`config.mk`:
```
export PLATFORM = sky130hd
export DESIGN_NAME = bitmap_slot_allocator_core
export DESIGN_NICKNAME = d
export VERILOG_FILES = /design/src/hdl/bsa_pkg.sv /design/src/hdl/bsa_ctrl.sv /design/src/hdl/bsa_dpath.sv /design/src/hdl/bitmap_slot_allocator_core.sv
export SDC_FILE = /design/constraint.sdc
export NUM_CORES = 1
export LEC_CHECK = 0
export BUFFER_PORTS_ARGS = -buffer_cell sky130_fd_sc_hd__buf_2
export CORE_MARGIN = 3
export CORE_UTILIZATION = 55
export CTS_CLUSTER_DIAMETER = 150
export DETAILED_ROUTE_END_ITERATION = 12
export PLACE_DENSITY = 0.8
export SLEW_MARGIN = 20
export SYNTH_ARGS = -nofsm -noshare
export SYNTH_HDL_FRONTEND = slang
export SYNTH_SLANG_ARGS = --single-unit
```
`constraint.sdc`:
```
create_clock -name clk -period 2.56 [get_ports clk]
set_clock_uncertainty 0.05 [all_clocks]
set_input_delay 0.128 -clock clk [delete_from_list [all_inputs] [get_ports clk]]
set_output_delay 0.128 -clock clk [all_outputs]
set_load 0.02 [all_outputs]
```
`src/hdl/bsa_pkg.sv`:
```
// ============================================================================
// bsa_pkg - shared definitions for the bitmap slot allocator
// Request, status and register index codes, field widths and defaults.
// ============================================================================
`timescale 1ns / 1ps
`default_nettype none

package bsa_pkg;

    // Default number of slots in one memory block
    localparam int DEF_NUM_SLOTS = 64;

    // Fixed field widths of the request and result items
    localparam int IDX_W   = 6;
    localparam int CNT_W   = 7;
    localparam int START_W = 7;

    // Slots examined per group during the search
    localparam int GRP_W  = 8;
    localparam int GRP_IW = 3;

    // Reset values of the fill limits
    localparam logic [CNT_W-1:0] UPPER_RESET = 7'd64;
    localparam logic [CNT_W-1:0] LOWER_RESET = 7'd0;

    typedef enum logic
    {
        REQ_ALLOC = 1'b0,
        REQ_FREE  = 1'b1
    } req_t;

    typedef enum logic [1:0]
    {
        STATUS_OK        = 2'd0,
        STATUS_FULL      = 2'd1,
        STATUS_NONE_BELOW = 2'd2,
        STATUS_NOT_ALLOC = 2'd3
    } status_t;

    typedef enum logic
    {
        CFG_UPPER = 1'b0,
        CFG_LOWER = 1'b1
    } cfg_idx_t;

    // Commands from the controller to the datapath
    typedef struct packed
    {
        logic load;     // capture an accepted request item
        logic scan;     // register the per-group search results
        logic commit;   // update bitmap and count, load the result register
    } dp_cmd_t;

endpackage

`default_nettype wire

```
`src/hdl/bsa_ctrl.sv`:
```
// ============================================================================
// bsa_ctrl - request sequencer for the bitmap slot allocator
// Steps each request through capture, group scan and commit, and owns the
// result valid flag.
// ============================================================================
`timescale 1ns / 1ps
`default_nettype none

module bsa_ctrl
(
    input  wire logic            clk,
    input  wire logic            rst_n,
    input  wire logic            in_valid,
    output logic                 in_ready,
    output logic                 out_valid,
    input  wire logic            out_ready,
    output bsa_pkg::dp_cmd_t     cmd
);

    typedef enum logic [1:0]
    {
        S_IDLE,
        S_SCAN,
        S_COMMIT
    } state_t;

    state_t state_reg;
    state_t state_next;
    logic   out_valid_reg;
    logic   out_valid_next;
    logic   commit_ok;

    // Commit only when the result register is empty or being emptied
    assign commit_ok = !out_valid_reg || out_ready;

    // Next state and commands
    always_comb
    begin
        state_next     = state_reg;
        out_valid_next = out_valid_reg;
        cmd            = '0;
        if (out_valid_reg && out_ready)
        begin
            out_valid_next = 1'b0;
        end
        unique case (state_reg)
            S_IDLE:
            begin
                if (in_valid)
                begin
                    cmd.load   = 1'b1;
                    state_next = S_SCAN;
                end
            end
            S_SCAN:
            begin
                cmd.scan   = 1'b1;
                state_next = S_COMMIT;
            end
            S_COMMIT:
            begin
                if (commit_ok)
                begin
                    cmd.commit     = 1'b1;
                    out_valid_next = 1'b1;
                    state_next     = S_IDLE;
                end
            end
            default:
            begin
                state_next = S_IDLE;
            end
        endcase
    end

    // Hold state and the result valid flag
    always_ff @(posedge clk or negedge rst_n)
    begin
        if (!rst_n)
        begin
            state_reg     <= S_IDLE;
            out_valid_reg <= 1'b0;
        end
        else
        begin
            state_reg     <= state_next;
            out_valid_reg <= out_valid_next;
        end
    end

    assign in_ready  = (state_reg == S_IDLE);
    assign out_valid = out_valid_reg;

endmodule

`default_nettype wire

```
`src/hdl/bsa_dpath.sv`:
```
// ============================================================================
// bsa_dpath - bitmap, fill count and search logic of the slot allocator
// Holds the occupancy bitmap, the fill limits and the result register;
// the downward search runs as a registered group stage and a group select.
// ============================================================================
`timescale 1ns / 1ps
`default_nettype none

module bsa_dpath
#(
    parameter int NUM_SLOTS = bsa_pkg::DEF_NUM_SLOTS
)
(
    input  wire logic                          clk,
    input  wire logic                          rst_n,
    input  wire bsa_pkg::dp_cmd_t              cmd,
    input  wire logic                          req_type,
    input  wire logic [bsa_pkg::START_W-1:0]   search_start,
    input  wire logic [bsa_pkg::IDX_W-1:0]     release_slot,
    input  wire logic                          cfg_we,
    input  wire logic                          cfg_idx,
    input  wire logic [bsa_pkg::CNT_W-1:0]     cfg_value,
    output logic [1:0]                         status,
    output logic [bsa_pkg::IDX_W-1:0]          granted_slot,
    output logic                               underfull,
    output logic [bsa_pkg::CNT_W-1:0]          fill_count
);

    localparam int NUM_GRP = (NUM_SLOTS + bsa_pkg::GRP_W - 1) / bsa_pkg::GRP_W;
    localparam int PAD_W   = NUM_GRP * bsa_pkg::GRP_W;
    localparam int SLOT_W  = $clog2(NUM_SLOTS);
    localparam int USED_W  = 1 << SLOT_W;

    // Captured request
    logic                          req_reg;
    logic [bsa_pkg::START_W-1:0]   start_reg;
    logic [bsa_pkg::IDX_W-1:0]     rel_reg;

    // Allocator state and limits
    logic [NUM_SLOTS-1:0]          map_reg;
    logic [NUM_SLOTS-1:0]          map_next;
    logic [bsa_pkg::CNT_W-1:0]     occ_reg;
    logic [bsa_pkg::CNT_W-1:0]     occ_next;
    logic [bsa_pkg::CNT_W-1:0]     upper_reg;
    logic [bsa_pkg::CNT_W-1:0]     lower_reg;

    // Search stage
    logic [PAD_W-1:0]              cand;
    logic [NUM_GRP-1:0]            grp_any;
    logic [bsa_pkg::GRP_IW-1:0]    grp_idx [NUM_GRP];
    logic [NUM_GRP-1:0]            grp_any_reg;
    logic [bsa_pkg::GRP_IW-1:0]    grp_idx_reg [NUM_GRP];

    // Commit stage
    logic                          found;
    logic [bsa_pkg::IDX_W-1:0]     sel_slot;
    logic [USED_W-1:0]             used_pad;
    logic                          rel_used;
    logic [bsa_pkg::CNT_W-1:0]     occ_dec;
    logic [1:0]                    status_next;
    logic [bsa_pkg::IDX_W-1:0]     grant_next;
    logic                          under_next;
    logic [NUM_SLOTS-1:0]          one_hot_base;

    // Result register
    logic [1:0]                    status_reg;
    logic [bsa_pkg::IDX_W-1:0]     grant_reg;
    logic                          under_reg;
    logic [bsa_pkg::CNT_W-1:0]     count_reg;

    assign one_hot_base = {{(NUM_SLOTS-1){1'b0}}, 1'b1};

    // Free slots lying below the search start
    always_comb
    begin
        cand = '0;
        for (int i = 0; i < NUM_SLOTS; i++)
        begin
            cand[i] = !map_reg[i] && (bsa_pkg::START_W'(i) < start_reg);
        end
    end

    // Highest free slot within each group
    always_comb
    begin
        for (int g = 0; g < NUM_GRP; g++)
        begin
            grp_any[g] = 1'b0;
            grp_idx[g] = '0;
            for (int k = 0; k < bsa_pkg::GRP_W; k++)
            begin
                if (cand[g*bsa_pkg::GRP_W + k])
                begin
                    grp_any[g] = 1'b1;
                    grp_idx[g] = bsa_pkg::GRP_IW'(k);
                end
            end
        end
    end

    // Highest group holding a free slot
    always_comb
    begin
        found    = 1'b0;
        sel_slot = '0;
        for (int g = 0; g < NUM_GRP; g++)
        begin
            if (grp_any_reg[g])
            begin
                found    = 1'b1;
                sel_slot = bsa_pkg::IDX_W'(g * bsa_pkg::GRP_W) +
                           bsa_pkg::IDX_W'(grp_idx_reg[g]);
            end
        end
    end

    // Release check and the count after a free
    assign used_pad = USED_W'(map_reg);
    assign rel_used = ({1'b0, rel_reg} < bsa_pkg::CNT_W'(NUM_SLOTS)) &&
                      used_pad[rel_reg[SLOT_W-1:0]];
    assign occ_dec  = occ_reg - bsa_pkg::CNT_W'(1);

    // Resolve the request
    always_comb
    begin
        map_next    = map_reg;
        occ_next    = occ_reg;
        status_next = bsa_pkg::STATUS_OK;
        grant_next  = '0;
        under_next  = 1'b0;
        if (req_reg == bsa_pkg::REQ_ALLOC)
        begin
            if (occ_reg >= upper_reg)
            begin
                status_next = bsa_pkg::STATUS_FULL;
            end
            else if (!found)
            begin
                status_next = bsa_pkg::STATUS_NONE_BELOW;
            end
            else
            begin
                grant_next = sel_slot;
                map_next   = map_reg | (one_hot_base << sel_slot);
                occ_next   = occ_reg + bsa_pkg::CNT_W'(1);
            end
        end
        else
        begin
            if (!rel_used)
            begin
                status_next = bsa_pkg::STATUS_NOT_ALLOC;
            end
            else
            begin
                map_next   = map_reg & ~(one_hot_base << rel_reg);
                occ_next   = occ_dec;
                under_next = (occ_dec <= lower_reg);
            end
        end
    end

    // Capture request, search results and outputs
    always_ff @(posedge clk)
    begin
        if (cmd.load)
        begin
            req_reg   <= req_type;
            start_reg <= search_start;
            rel_reg   <= release_slot;
        end
        if (cmd.scan)
        begin
            grp_any_reg <= grp_any;
            grp_idx_reg <= grp_idx;
        end
        if (cmd.commit)
        begin
            status_reg <= status_next;
            grant_reg  <= grant_next;
            under_reg  <= under_next;
            count_reg  <= occ_next;
        end
    end

    // Update bitmap, count and limits
    always_ff @(posedge clk or negedge rst_n)
    begin
        if (!rst_n)
        begin
            map_reg   <= '0;
            occ_reg   <= '0;
            upper_reg <= bsa_pkg::UPPER_RESET;
            lower_reg <= bsa_pkg::LOWER_RESET;
        end
        else
        begin
            if (cmd.commit)
            begin
                map_reg <= map_next;
                occ_reg <= occ_next;
            end
            if (cfg_we)
            begin
                if (cfg_idx == bsa_pkg::CFG_UPPER)
                begin
                    upper_reg <= cfg_value;
                end
                else
                begin
                    lower_reg <= cfg_value;
                end
            end
        end
    end

    assign status       = status_reg;
    assign granted_slot = grant_reg;
    assign underfull    = under_reg;
    assign fill_count   = count_reg;

endmodule

`default_nettype wire

```
`src/hdl/bitmap_slot_allocator_core.sv`:
```
// ============================================================================
// bitmap_slot_allocator_core - occupancy bitmap allocator for one memory block
// Allocates the nearest free slot below a start position and frees slots.
// ============================================================================
// Usage:
//   Requests arrive on the s_* channel, one item per request; tuser selects
//   allocate or free. Each request produces exactly one result item on m_*.
//   The user must write the fill limits on the cfg_* channel only while no
//   request is in flight (the block does not enforce this); cfg_ready is always high.
// Sequencing:
//   An accepted request is captured, then the scan of 8-slot groups is
//   registered, then the group select and commit load the result register.
//   The controller handles one request at a time and returns to idle after
//   the commit, so a new item is accepted only after the last one commits.
// Stall:
//   The result sits in an output register. The next request is accepted and
//   scanned while it waits; the commit holds until the receiver takes it.
// Reset:
//   All slots free, count zero, upper limit 64, lower limit 0, no result.
// ============================================================================
`timescale 1ns / 1ps
`default_nettype none

module bitmap_slot_allocator_core
#(
    parameter int NUM_SLOTS = bsa_pkg::DEF_NUM_SLOTS
)
(
    input  wire logic        clk,
    input  wire logic        rst_n,
    input  wire logic        s_tvalid,
    output logic             s_tready,
    input  wire logic [15:0] s_tdata,   // search_start[6:0], release_slot[12:7], zero
    input  wire logic [0:0]  s_tuser,   // req_type[0]
    output logic             m_tvalid,
    input  wire logic        m_tready,
    output logic [15:0]      m_tdata,   // granted_slot[5:0], underfull[6],
                                        // fill_count[13:7], zero
    output logic [1:0]       m_tuser,   // status[1:0]
    input  wire logic        cfg_valid,
    output logic             cfg_ready,
    input  wire logic        cfg_index,
    input  wire logic [6:0]  cfg_data
);

    bsa_pkg::dp_cmd_t               cmd;
    logic [1:0]                     status;
    logic [bsa_pkg::IDX_W-1:0]      granted_slot;
    logic                           underfull;
    logic [bsa_pkg::CNT_W-1:0]      fill_count;

    assign cfg_ready = 1'b1;

    // Request sequencer
    bsa_ctrl u_ctrl
    (
        .clk       (clk),
        .rst_n     (rst_n),
        .in_valid  (s_tvalid),
        .in_ready  (s_tready),
        .out_valid (m_tvalid),
        .out_ready (m_tready),
        .cmd       (cmd)
    );

    // Bitmap and search datapath
    bsa_dpath #(.NUM_SLOTS(NUM_SLOTS)) u_dpath
    (
        .clk          (clk),
        .rst_n        (rst_n),
        .cmd          (cmd),
        .req_type     (s_tuser[0]),
        .search_start (s_tdata[6:0]),
        .release_slot (s_tdata[12:7]),
        .cfg_we       (cfg_valid && cfg_ready),
        .cfg_idx      (cfg_index),
        .cfg_value    (cfg_data),
        .status       (status),
        .granted_slot (granted_slot),
        .underfull    (underfull),
        .fill_count   (fill_count)
    );

    // Pack the result item
    assign m_tdata = {2'b00, fill_count, underfull, granted_slot};
    assign m_tuser = status;

endmodule

`default_nettype wire

```
==> summary.md, run 1 <==
| Metric | Value |
|---|---|
| Power Total | 7658 uW |
| Synth Register Bits | 150 |
| # placed instances | 1157 |
| CP Data Required Time | 2690 ps |
| Root Driver | clkbuf_16 |
| Die ar. | 16320 sq um |
| Syn Inst Count | 845 |
| Pre-antenna DRT Iters | 6 |
| Worst Tran Pin Value | 876.1 ps |
| Final worst slack | -202.6 ps |
| Tmin final | 2763 ps |
| Max reg flops | 64 |
| Boundary pin count | 51 |
| Total gr overflow | 0 |
| Die Wd | 127.8 um |
| Fmax | 0.3620 GHz |
| Crit end category | flip-flop |
| RSZ-0062 raised after global routing | true |
| Post-route ant nets | 0 |
| Chip height | 127.8 um |
| Type of origin of the critical path | flip-flop |
| Share of cells above drive strength 1 | 31.05% |
| CTS max path bufs | 2 |
| R2R depth | 9 |
| Avg Cell Area, Syn | 9.650 sq um |
| Vias in the first global route | 7731 |
| Util after Layout | 75.33% |
| Clock net sink count | 150 |
| Max Fanout on Critical Path | 8 |
| Leading area contributor after synthesis | dfrtp_1 |
| Top_reg_cell synth | dfrtp_1 |
| CP startpoint | u_dpath.rel_reg[1] |
| GRT Resource Usage Total | 34.56% |
| Initial cell density of the core | 57.41% |
| Port bufs | 44 |
| Critical path endpoint | u_dpath.fill_count[5] |
| Residual DRC count | 0 |
| Period utilization | 107.9% |
| Area delta synth->final | 31.23% |
| Non-Filler Instances | 1217 |
| Synth async-reset ratio | 58.67% |
| Peak VDD IR | 0.4997 mV |
| Routed vias/inst | 6.578 |
| # diodes | 0 |
| Slew Viols, Final | 0 |
| Ranking of synthesized cells by area | dfrtp_1, edfxtp_1, o21ai_0, a21oi_1, mux4_2 |
| H-tree Lvls | 4 |
| Worst min-delay path class | in -> reg |
| Count of cell types in the netlist | 57 |
| Dpl cell area | 9465 sq um |
| Critical path arrival | 2890 ps |
| Drt initial violations | 1104 |
| Placer Congestion | 1.036 |
| Reg clk slew, reported paths | 60 ps |
| Core Rows | 43 |
| Yosys top cell area share | 26.70% |
| Failing checks | setup timing |
| Yosys Warn Count | 0 |
| First-pass GRT wire length | 42.79 mm |
| Nets | 1070 |
| Final setup vio count | 67 |
| Post-synth EDFFs | 62 |
| Pwr dens | 715.7 nW/um^2 |
| Setup total negative slack | -8278 ps |
| Final hold violations | 0 |
| Skew-Pair Late Insertion Delay | 430 ps |
| CTS Buf Count | 17 |
| Final-layout fill cell count | 953 |
| Reg2reg setup slack | -200 ps |
| Average wire per standard cell | 23.01 um |
| Sequential cell area fraction in the yosys report | 49.85% |
| Core area | 14200 sq um |
| CP Class | reg -> reg |
| Commonest cells after routing, fill and taps aside | buf_4, o21ai_0, dfrtp_1 |
| Reg2reg start | u_dpath.rel_reg[1] |
| Final WL | 28.01 mm |
| Worst r2r dst | u_dpath.fill_count[5] |
| Post-route cell area | 10700 sq um |
| Outcome | finished, violations left |
| Most common cell after layout, fill and taps aside | buf_4 |
| Vias post-DR | 8006 |
| CTS tree | yes |
| Initial antenna violation count | 1 |
| Max_cap viols | 0 |
| Largest net degree at the start of global routing | 47 |
| Normalized max-slew margin | 41.15% |
| Post-DP HPWL | 19.85 mm |
| Cell Area, Synth | 8154 sq um |
| Leak | 0.004265 uW |
-- routing by layer --
layer / track usage (%) / routed length [um] / share of wire, %
met5: 0 / 13 / 0.046
met4: 17.42 / 1593 / 5.7
met3: 10.08 / 3416 / 12
met2: 51.02 / 12340 / 44
met1: 46.77 / 10640 / 38
-- synth_stat cells, types with 5 or more instances --
master	instances
o21ai_0	161
dfrtp_1	87
nor2_1	75
nand2_1	70
a21oi_1	69
edfxtp_1	62
clkbuf_1	32
inv_1	25
nand3_1	21
ha_1	16
nor2b_1	16
mux4_2	14
nor3_1	13
nand4_1	12
or2_2	12
mux2_2	10
nand2b_1	10
a31oi_1	9
a21o_1	8
o21bai_1	8
xnor2_1	8
xor2_1	8
and2_1	7
or3_1	7
a221oi_1	6
nand3_2	6
o21a_1	6
a22oi_1	5
o31ai_1	5
or4_1	5
-- worst min-delay path by stage --
stage / from / end / slack (ps) / cells past startpoint
detailed placement: rst_n / u_dpath.upper_reg[0] / 140 / 1
global route: cfg_index / u_dpath.upper_reg[6] / 120 / 4
CTS: cfg_index / u_dpath.upper_reg[6] / 70 / 4
floorplan: rst_n / u_ctrl.out_valid / -220 / 0
finish: cfg_index / u_dpath.upper_reg[6] / 80 / 4
global placement: rst_n / u_dpath.upper_reg[0] / 140 / 1
-- area by class of cell --
| class | instances | area [sq um] | share of cell area [%] |
|---|---|---|---|
| multi-input combinational | 626 | 4200 | 39.25 |
| tap | 180 | 225.2 | 2.105 |
| inverter | 26 | 97.59 | 0.9121 |
| clock buffer | 22 | 506.7 | 4.736 |
| timing repair buffer | 203 | 1539 | 14.38 |
| sequential | 150 | 4065 | 37.99 |
| clock inverter | 10 | 66.31 | 0.6197 |
-- cell families (layout without fill, tap and decap cells) --
group / after synthesis / in the layout / share of synthesized area (%)
XOR/XNOR: 16 / 16 / 1.719
flip-flops: 150 / 150 / 49.85
AO/OA/AOI/OAI: 300 / 300 / 20.79
other: 2 / 3 / 0.09210
AND/OR/NAND/NOR: 265 / 265 / 15.87
buffers and inverters: 70 / 261 / 3.729
multiplexers: 26 / 26 / 5.493
adder cells (fa/ha/maj): 16 / 16 / 2.455
-- critical path, cell delays in order, from the launching register on --
cell and delay, ps:
edfxtp_1 450, buf_6 180, mux4_2 500, mux2i_1 160, nor2_1 60, or4_4 530, o31a_4 200, nand4_1 140
nand2_1 70, xor2_1 140
-- timing repair --
| item | in CTS | in global routing |
|---|---|---|
| pin swaps | 9 | 25 |
| endpoints found under the hold margin | 75 | 0 |
| setup endpoints to repair | 80 | 82 |
| hold buffers | 24 | 0 |
| gates resized for setup | 36 | 119 |
| setup buffers | 4 | 2 |
| cloned | 1 | 0 |
-- metrics by stage --
step,worst slack [ps],hold slack (ps)
finish,-202.6,83.98
global route,-287.6,120.4
CTS,-111.4,69.02
detailed placement,-276.3,138.6
global placement,-202.1,140.7
floorplan,-30.46,-217.6
-- report_power, final --
group	switching, uW	total (uW)	internal, uW
sequential	209	3030	2820
clock	1000	2400	1400
combinational	1340	2220	881
Note: power is estimated with default switching activity, not from simulation.
==> run 2, diff against run 1 <==
Settings changed: PLACE_DENSITY 0.8 to unset, PLACE_DENSITY_LB_ADDON set to 0.3, SLEW_MARGIN 20 to unset.
==> summary.md, run 2 (same netlist as run 1, synthesis figures left out) <==
| Metric | Value |
|---|---|
| # diodes | 0 |
| Final worst slack | -166.8 ps |
| First-pass GRT wire length | 42.20 mm |
| Die ar. | 16320 sq um |
| Critical Path Stages | 10 |
| CP Class | reg -> reg |
| CP startpoint | u_dpath.rel_reg[1] |
| Most common cell after layout, fill and taps aside | o21ai_0 |
| Crit end category | flip-flop |
| Largest net degree at the start of global routing | 89 |
| Post-route cell area | 10500 sq um |
| Max reg flops | 64 |
| Worst min-delay path class | in -> reg |
| RSZ-0062 raised after global routing | true |
| Final hold violations | 0 |
| Type of origin of the critical path | flip-flop |
| Area delta synth->final | 28.79% |
| GRT Resource Usage Total | 34.06% |
| Vias in the first global route | 7516 |
| CP peak stage delay | 510 ps |
| Buf/Inv on CP | 2 |
| Drt initial violations | 759 |
| Share of cells above drive strength 1 | 29.09% |
| CP Data Required Time | 2690 ps |
| Worst Tran Pin Value | 738.9 ps |
| Pre-CTS WS | -376.2 ps |
| Reg clk slew, reported paths | 60 ps |
| Nets | 1061 |
| Final WL | 27.32 mm |
| Vias post-DR | 7811 |
| CP dominant cell by count | buf_6 |
| Pre-antenna DRT Iters | 5 |
| Total gr overflow | 0 |
| Normalized max-slew margin | 50.64% |
| Non-Filler Instances | 1208 |
| Residual DRC count | 0 |
| Outcome | finished, violations left |
| Critical path arrival | 2860 ps |
| Pwr dens | 731.1 nW/um^2 |
| Chip height | 127.8 um |
| # placed instances | 1150 |
| CP max-delay cell | or4_4 |
| Skew-Pair Late Insertion Delay | 420 ps |
| Die Wd | 127.8 um |
| Placer Congestion | 1.042 |
| Failing checks | setup timing |
| Slew Viols, Final | 0 |
| Worst r2r dst | u_dpath.fill_count[4] |
| Commonest cells after routing, fill and taps aside | o21ai_0, buf_4, dfrtp_1 |
| Multi-input gate area | 4109 sq um |
| H-tree Lvls | 4 |
| Average wire per standard cell | 22.61 um |
| Worst-path cell chain | buf_6, mux4_2, a22oi_2, a31oi_1, or4_4, o31a_4, buf_6, nand3_2, nand2_1, xnor2_1 |
| CTS max path bufs | 2 |
| Initial antenna violation count | 1 |
| R2R depth | 10 |
| Reg2reg start | u_dpath.rel_reg[1] |
| Critical path endpoint | u_dpath.fill_count[4] |
| Root Driver | clkbuf_16 |
| Reg2reg setup slack | -170 ps |
| Final-layout fill cell count | 992 |
| Post-DP HPWL | 20.52 mm |
| Util after Layout | 73.93% |
| Tmin final | 2727 ps |
| Routed vias/inst | 6.466 |
| CTS Buf Count | 17 |
| Max Fanout on Critical Path | 7 |
| Max_cap viols | 0 |
| Period utilization | 106.5% |
| Register area | 4065 sq um |
| Fmax | 0.3667 GHz |
| Hold WS | 114.0 ps |
| Final setup vio count | 51 |
| Core Rows | 43 |
| Initial cell density of the core | 57.41% |
| Top delay family on crit path | simple AND/OR/NAND/NOR gates |
| Clock net sink count | 150 |
| Peak VDD IR | 0.5904 mV |
| Leak | 0.004241 uW |
| Core area | 14200 sq um |
| CTS tree | yes |
| Post-route ant nets | 0 |
| Port bufs | 44 |
| Dpl cell area | 9350 sq um |
| Boundary pin count | 51 |
run 2: cell type report:
type,instances,area share (%)
Clock buffer,22,4.325
Clock inverter,10,1.013
Inverter,26,0.9293
Multi-Input combinational cell,626,39.13
Sequential cell,150,38.71
Tap cell,180,2.145
Timing Repair Buffer,194,13.75
run 2: worst reg2reg max path, cell delays in order, from the launching register on:
cell and delay, ps:
edfxtp_1 380, buf_6 120, mux4_2 500, a22oi_2 220
a31oi_1 120, or4_4 510, o31a_4 180, buf_6 150
nand3_2 70, nand2_1 60, xnor2_1 120
run 2: metal layers:
metal | track usage, % | part of all wire (%) | vias to the layer above
met1 | 47.96 | 40 | 3808
li1 | - | - | 3435
met5 | 0 | 0.048 | -
met3 | 8.750 | 11 | 61
met2 | 52.80 | 46 | 505
met4 | 9.613 | 2.5 | 2
run 2: power breakdown:
part	internal [uW]	switching (uW)	total, uW
combinational	883	1340	2230
clock	1450	971	2420
sequential	2820	204	3030
run 2: stage by stage:
stage               setup TNS [ps]  power, uW
global route                -10750       7990
floorplan                   -43.14       4171
detailed placement          -16940       5026
CTS                          -4769       7529
global placement            -12470       4921
finish                       -3777       7678
run 2: worst min path at each step:
stage	cells after the start	to	startpoint
finish	4	u_dpath.upper_reg[6]	cfg_index
global route	3	u_dpath.upper_reg[3]	cfg_index
CTS	4	u_dpath.upper_reg[3]	cfg_index
detailed placement	2	u_ctrl.state_reg[1]	rst_n
global placement	2	u_dpath.lower_reg[0]	rst_n
floorplan	0	u_ctrl.out_valid	rst_n
run 2: timing repair:
action | CTS | global route
pin swaps | 6 | 11
hold buffers | 24 | 0
setup buffers | 2 | 1
endpoints found under the hold margin | 118 | 0
gates resized for setup | 57 | 55
endpoints found under the setup margin | 81 | 81
